<file path="config.mk">
export PLATFORM = sky130hd
export DESIGN_NAME = nru_page_replacement_top
export DESIGN_NICKNAME = d
export VERILOG_FILES = /design/src/sv/nru_pkg.sv /design/src/sv/nru_page_replacement_top.sv
export SDC_FILE = /design/constraint.sdc
export NUM_CORES = 1
export LEC_CHECK = 0
export BUFFER_PORTS_ARGS = -buffer_cell sky130_fd_sc_hd__buf_4
export CAP_MARGIN = 10
export CORE_ASPECT_RATIO = 0.5
export CORE_UTILIZATION = 60
export CTS_CLUSTER_DIAMETER = 100
export DETAILED_ROUTE_END_ITERATION = 6
export PLACE_DENSITY_LB_ADDON = 0.15
export SYNTH_ARGS = -nofsm -noshare
export SYNTH_HDL_FRONTEND = slang
export SYNTH_SLANG_ARGS = --single-unit
</file>
<file path="constraint.sdc">
create_clock -name clk -period 4.4 [get_ports clk]
set_input_delay 0.88 -clock clk [delete_from_list [all_inputs] [get_ports clk]]
set_output_delay 0.88 -clock clk [all_outputs]
set_load 0.05 [all_outputs]
</file>
<file path="src/sv/nru_pkg.sv">
`timescale 1ns / 1ps

package nru_pkg;

    localparam int FRAMES    = 16;
    localparam int PAGE_BITS = 16;

    localparam int IDX_W     = (FRAMES > 1) ? $clog2(FRAMES) : 1;
    localparam int CNT_W     = $clog2(FRAMES + 1);
    localparam int CFG_W     = 5;
    localparam int SLOT_W    = 4;
    localparam int EVP_W     = 16;
    localparam int FAULT_W   = 16;

    localparam logic [CFG_W-1:0] CFG_RESET = CFG_W'(16);

    typedef struct packed {
        logic [PAGE_BITS-1:0] page;
        logic                 ref_bit;
        logic                 mod_bit;
    } req_t;

    typedef struct packed {
        logic               hit;
        logic [SLOT_W-1:0]  slot;
        logic               evicted;
        logic [EVP_W-1:0]   evicted_page;
        logic [FAULT_W-1:0] fault_total;
    } rsp_t;

    // 0 behaves as 1, anything above the frame count as the frame count
    function automatic logic [CNT_W-1:0] eff_limit(input logic [CFG_W-1:0] v);
        logic [CNT_W-1:0] lim;
        if (v == '0)
            lim = CNT_W'(1);
        else if (32'(v) > FRAMES)
            lim = CNT_W'(FRAMES);
        else
            lim = CNT_W'(v);
        return lim;
    endfunction

endpackage

</file>
<file path="src/sv/nru_page_replacement_top.sv">
`timescale 1ns / 1ps

// not-recently-used page replacement unit
// input: a reference (page, ref_bit, mod_bit) is taken on a clock edge where
//   start is high and busy is low; busy then stays high until the result
// output: one result per reference, on rsp for exactly one cycle with done
//   high; the receiver cannot hold it off, so the result is simply lost if
//   nobody samples it
// config: cfg_we with cfg_wdata writes frames_in_use (0 acts as 1, values
//   above the frame count act as the frame count); write only while idle
// operation: a hit is found by a scan through the page store, one slot a cycle
//   checked on a registered read; a miss scans all occupied slots, and a
//   replacement then passes through a victim read state and a write state to
//   read out the victim page and write the new one; the victim class search
//   runs alongside the hit scan
// throughput: one reference at a time, held off by busy until its result
// reset: all frames empty, referenced and modified bits clear, fault count
//   zero, frames_in_use back to 16; no clearing pass is needed
module nru_page_replacement_top
    import nru_pkg::*;
(
    input  logic             clk,
    input  logic             rst_n,
    input  logic             start,
    output logic             busy,
    input  req_t             req,
    output logic             done,
    output rsp_t             rsp,
    input  logic             cfg_we,
    input  logic [CFG_W-1:0] cfg_wdata
);

    typedef enum logic [3:0] {
        S_IDLE   = 4'b0001,
        S_SCAN   = 4'b0010,
        S_VREAD  = 4'b0100,
        S_VWRITE = 4'b1000
    } state_t;

    state_t               state_reg, state_next;
    logic [CFG_W-1:0]     cfg_reg;
    logic [CNT_W-1:0]     occ_reg, occ_next;
    logic [FAULT_W-1:0]   fault_reg, fault_next;
    logic [FRAMES-1:0]    ref_reg, ref_next;
    logic [FRAMES-1:0]    mod_reg, mod_next;
    logic [CNT_W-1:0]     cnt_reg, cnt_next;
    logic                 cmp_vld_reg, cmp_vld_next;
    logic [IDX_W-1:0]     cmp_idx_reg, cmp_idx_next;
    logic [2:0]           best_cls_reg, best_cls_next;
    logic [IDX_W-1:0]     best_idx_reg, best_idx_next;
    req_t                 req_reg, req_next;
    logic                 done_reg, done_next;
    rsp_t                 rsp_reg, rsp_next;

    logic [PAGE_BITS-1:0] page_mem [FRAMES];
    logic [PAGE_BITS-1:0] rd_data_reg;
    logic [IDX_W-1:0]     rd_addr;
    logic                 wr_en;
    logic [IDX_W-1:0]     wr_addr;

    logic                 issuing;
    logic [IDX_W-1:0]     scan_idx;
    logic [1:0]           scan_cls;
    logic                 match;
    logic [CNT_W-1:0]     limit;

    assign limit    = eff_limit(cfg_reg);
    assign scan_idx = cnt_reg[IDX_W-1:0];
    assign issuing  = (cnt_reg < occ_reg);
    assign scan_cls = {ref_reg[scan_idx], mod_reg[scan_idx]};
    assign match    = cmp_vld_reg && (rd_data_reg == req_reg.page);
    assign rd_addr  = (state_reg == S_VREAD) ? best_idx_reg : scan_idx;

    always_comb
    begin
        state_next    = state_reg;
        occ_next      = occ_reg;
        fault_next    = fault_reg;
        ref_next      = ref_reg;
        mod_next      = mod_reg;
        cnt_next      = cnt_reg;
        cmp_vld_next  = 1'b0;
        cmp_idx_next  = cmp_idx_reg;
        best_cls_next = best_cls_reg;
        best_idx_next = best_idx_reg;
        req_next      = req_reg;
        done_next     = 1'b0;
        rsp_next      = rsp_reg;
        wr_en         = 1'b0;
        wr_addr       = best_idx_reg;

        case (state_reg)
            S_IDLE:
            begin
                if (start)
                begin
                    req_next      = req;
                    cnt_next      = '0;
                    best_cls_next = 3'd4;
                    best_idx_next = '0;
                    state_next    = S_SCAN;
                end
            end
            S_SCAN:
            begin
                if (issuing)
                begin
                    cnt_next     = cnt_reg + CNT_W'(1);
                    cmp_vld_next = 1'b1;
                    cmp_idx_next = scan_idx;
                    if ({1'b0, scan_cls} < best_cls_reg)
                    begin
                        best_cls_next = {1'b0, scan_cls};
                        best_idx_next = scan_idx;
                    end
                end
                if (match)
                begin
                    ref_next[cmp_idx_reg] = 1'b1;
                    rsp_next.hit          = 1'b1;
                    rsp_next.slot         = SLOT_W'(cmp_idx_reg);
                    rsp_next.evicted      = 1'b0;
                    rsp_next.evicted_page = '0;
                    rsp_next.fault_total  = fault_reg;
                    done_next             = 1'b1;
                    cmp_vld_next          = 1'b0;
                    state_next            = S_IDLE;
                end
                else if (!issuing)
                begin
                    // miss
                    fault_next = fault_reg + FAULT_W'(1);
                    if (occ_reg < limit)
                    begin
                        wr_en                 = 1'b1;
                        wr_addr               = occ_reg[IDX_W-1:0];
                        ref_next[wr_addr]     = 1'b0;
                        mod_next[wr_addr]     = 1'b0;
                        occ_next              = occ_reg + CNT_W'(1);
                        rsp_next.hit          = 1'b0;
                        rsp_next.slot         = SLOT_W'(occ_reg[IDX_W-1:0]);
                        rsp_next.evicted      = 1'b0;
                        rsp_next.evicted_page = '0;
                        rsp_next.fault_total  = fault_next;
                        done_next             = 1'b1;
                        state_next            = S_IDLE;
                    end
                    else
                    begin
                        state_next = S_VREAD;
                    end
                end
            end
            S_VREAD:
            begin
                state_next = S_VWRITE;
            end
            S_VWRITE:
            begin
                wr_en                   = 1'b1;
                wr_addr                 = best_idx_reg;
                ref_next[best_idx_reg]  = req_reg.ref_bit;
                mod_next[best_idx_reg]  = req_reg.mod_bit;
                rsp_next.hit            = 1'b0;
                rsp_next.slot           = SLOT_W'(best_idx_reg);
                rsp_next.evicted        = 1'b1;
                rsp_next.evicted_page   = EVP_W'(rd_data_reg);
                rsp_next.fault_total    = fault_reg;
                done_next               = 1'b1;
                state_next              = S_IDLE;
            end
            default:
            begin
                state_next = S_IDLE;
            end
        endcase
    end

    always_ff @(posedge clk or negedge rst_n)
    begin
        if (!rst_n)
        begin
            state_reg   <= S_IDLE;
            cfg_reg     <= CFG_RESET;
            occ_reg     <= '0;
            fault_reg   <= '0;
            ref_reg     <= '0;
            mod_reg     <= '0;
            cnt_reg     <= '0;
            cmp_vld_reg <= 1'b0;
            done_reg    <= 1'b0;
        end
        else
        begin
            state_reg   <= state_next;
            occ_reg     <= occ_next;
            fault_reg   <= fault_next;
            ref_reg     <= ref_next;
            mod_reg     <= mod_next;
            cnt_reg     <= cnt_next;
            cmp_vld_reg <= cmp_vld_next;
            done_reg    <= done_next;
            if (cfg_we)
            begin
                cfg_reg <= cfg_wdata;
            end
        end
    end

    always_ff @(posedge clk)
    begin
        cmp_idx_reg  <= cmp_idx_next;
        best_cls_reg <= best_cls_next;
        best_idx_reg <= best_idx_next;
        req_reg      <= req_next;
        rsp_reg      <= rsp_next;
    end

    // page store, one write and one registered read port
    always_ff @(posedge clk)
    begin
        if (wr_en)
        begin
            page_mem[wr_addr] <= req_reg.page;
        end
        rd_data_reg <= page_mem[rd_addr];
    end

    assign busy = (state_reg != S_IDLE);
    assign done = done_reg;
    assign rsp  = rsp_reg;

    a_done_after_work: assert property (@(posedge clk) disable iff (!rst_n)
        done |-> $past(state_reg != S_IDLE))
        else $error("result without a transfer in progress");

    a_occ_bound: assert property (@(posedge clk) disable iff (!rst_n)
        occ_reg <= CNT_W'(FRAMES))
        else $error("occupancy beyond frame count");

    a_evict_not_hit: assert property (@(posedge clk) disable iff (!rst_n)
        done && rsp.evicted |-> !rsp.hit)
        else $error("eviction reported on a hit");

    a_vwrite_follows_vread: assert property (@(posedge clk) disable iff (!rst_n)
        state_reg == S_VREAD |=> state_reg == S_VWRITE)
        else $error("victim read not followed by write");

endmodule

</file>
==> results.md <==
- Arr. time, crit path: roughly 3.8 ns
- Post-cts hold buffer count: 0
- Post-route ant nets: 0
- Crit path time final: between 3 and 4 ns
- Setup TNS: 0 ns
- Largest net degree at the start of global routing: 70
- Syn Nets: 1,363
- Slowest CP cell: edfxtp_1
- Vias: around 12,000
- # diodes: 0
- Initial DRC count: around 1,400
- VDD IR-drop max: ~0.00040 V
- WL/cell: 25.2 µm
- H-tree depth: 2
- Clock Skew: ~0.023 ns
- GR Overflow Total: 0
- Placed cell area: 18,800 µm²
- Final wirelength: 45,600 µm
- Critical Path RT: around 4.7 ns
- PwrDens: 545 nW/µm²
- Finished Cell Area: slightly below 20,000 µm²
- All-Layer GR Usage: just over 30%
- Core Util, Final: between 60% and 70%
- Io pins: between 60 and 70
- Dpl hpwl: around 28,000 µm
- Asr flop ratio synth: between 10% and 20%
- CTS tree: yes
- Layout cell share with drive strength beyond 1: between 15 and 20%
- Die height: between 100 and 150 µm
- Core area: between 20,000 and 30,000 µm²
- Placer Congestion: about 0.96
- Outcome: finished, final reports clean
- Rel. slew slack: between 10% and 20%
- Die Area: around 30,000 µm²
- Die width: approximately 250 µm
- Vias in the first global route: approximately 11,000
- Tcrit/Tclk final: 80.4%
- Critical Path, Cell by Cell: xor2_1 -> nor4_1 -> and3_1 -> nand2_1 -> nand4_1 -> o21ai_2 -> buf_4
- Synth cell types: 65
- DRC Markers: 0
- Predominant post-synthesis flop cell: edfxtp_1
- Multi-input logic area: roughly 5600 µm²
- Area grow syn2layout: 11.8%
- Leakage: between 0.007 and 0.008 µW
- #FFs+latches synth: between 400 and 500
- Synth warnings: 0
- CP max FO: 18
- Crit path capture type: register
- Slew Limit Fails: 0
- Clock sinks: 408
- Worst-path clk slew: roughly 0.07 ns
- RSZ-0062 raised after global routing: false
- Clock Tree Buf Depth: 3
- Starting Density: 61.2%
- Sequential fraction of the synthesis area: about two thirds
- Max-Cap Viols: 0
- Hold Crit Class: primary input to async pin
- Drt first pass iters: 5
- Post-CTS setup buffer count: 0
- Worst-Margin Slew: between 1 and 1.5 ns
- Clock Latency Late Sink: 0.55 ns
- Gate Count Post-Synth: ~1,300
- Fillers: between 2,000 and 2,500
- Seq. cell area: around 12,000 µm²
- Syn avg cell area: 13.4 µm²
- Initial antenna violation count: 1
- Via density: between 6 and 7
- Number of I/O port buffers: 66
- Clock root cell: clkbuf_16
- Max Clk Rate: 0.283 GHz
- Crit path kind: register to register
- Hold WS: about 0.48 ns
- TritonCTS buffer count: 36
- Syn Std Cell Area: around 18,000 µm²
- Number of flip-flops in the largest register: 256
- Global-route wire length before repair: ~67,000 µm
- Post-synth EDFFs: around 320
- # resized after CTS: 0
- Startpoint class of the critical path: register
- Max stage delay on crit path: between 0.6 and 0.7 ns
- Setup violators final: 0
- Num rows: 44
- Final #Nets: approximately 1,400
- Fin. Hold Viols: 0
==> routing by layer <==
| metal | GRT usage, % | part of all wire [%] | up-vias |
|---|---|---|---|
| met5 | 0 | 0 | - |
| met4 | 11.8 | 3.2 | 0 |
| met3 | 6.72 | 11 | 123 |
| met2 | 45.4 | 44 | 678 |
| met1 | 44.2 | 42 | 5810 |
| li1 | - | - | 5132 |
==> stage by stage <==
| stage | worst slack (ns) | cells | total power [µW] |
|---|---|---|---|
| floorplan | 0.819 | 1321 | 6940 |
| global placement | 1.01 | 1744 | 7800 |
| detailed placement | 0.924 | 1744 | 7860 |
| CTS | 0.922 | 1808 | 10800 |
| global route | 0.661 | 1808 | 11200 |
| finish | 0.864 | 1808 | 10800 |
==> worst paths after layout <==
kind,start,endpoint,slack [ns],cells past startpoint
max reg2reg,req_reg[14]$_DFFE_PP_,page_mem[11][6]$_DFFE_PP_,0.86,7
min in group clk,fault_reg[15]$_DFFE_PN0P_,fault_reg[15]$_DFFE_PN0P_,0.50,1
max in group asynchronous,rst_n,mod_reg[3]$_DFFE_PN0P_,3.29,1
min reg2reg,fault_reg[15]$_DFFE_PN0P_,fault_reg[15]$_DFFE_PN0P_,0.50,1
min,rst_n,ref_reg[15]$_DFFE_PN0P_,0.48,1
max,req_reg[14]$_DFFE_PP_,page_mem[11][6]$_DFFE_PP_,0.86,7
==> logic make-up after synthesis <==
kind of cell             synth area share [%]
AO/OA/AOI/OAI                            8.14
multiplexers                             7.59
flip-flops                               66.2
XOR/XNOR                                 2.62
AND/OR/NAND/NOR                          11.4
buffers and inverters                    3.00
adder cells (fa/ha/maj)                  1.06
==> Yosys cell counts, drive strengths merged, types with 30 or more instances <==
library cell	count	area, µm²
a21oi	46	230
and3	40	250
buf	42	298
clkbuf	36	140
dfrtp	67	1680
edfxtp	323	9700
mux2i	104	1060
nand2	182	683
nand3	69	345
nor2	30	123
xor2	37	324
==> worst max-delay path: cells and delay by family (launching register included) <==
kind	cells	cell delay (ns)
and+or+nand+nor	4	1.98
DFF	1	0.62
buffers and inverters	1	0.27
xor gates and xnor gates	1	0.26
AOI/OAI and AO/OA	1	0.11
==> area by class of cell <==
class	count	area share (%)
inverter	25	0.473
clock buffer	53	5.02
timing repair buffer	110	4.29
multi-input combinational	810	28.1
clock inverter	11	0.398
tap	391	2.47
sequential	408	59.2
==> layout by cell type, fill, tap and decap left out, types with 36 or more instances in the layout <==
cell | Yosys | routed
edfxtp_1 | 323 | 323
nand2_1 | 182 | 182
buf_4 | 6 | 108
mux2i_1 | 102 | 100
nand3_1 | 69 | 68
dfrtp_1 | 67 | 67
a21oi_1 | 46 | 46
and3_1 | 40 | 40
xor2_1 | 37 | 37
clkbuf_16 | 0 | 36
==> power breakdown <==
part / internal, µW / total (µW) / leakage, µW / switching, µW
Clock: 1580 / 2960 / 0.000513 / 1380
Combinational: 978 / 2750 / 0.00285 / 1770
Sequential: 4640 / 5090 / 0.00399 / 455
Total: 7200 / 10800 / 0.00735 / 3600
Note: power is estimated with default switching activity, not from simulation.
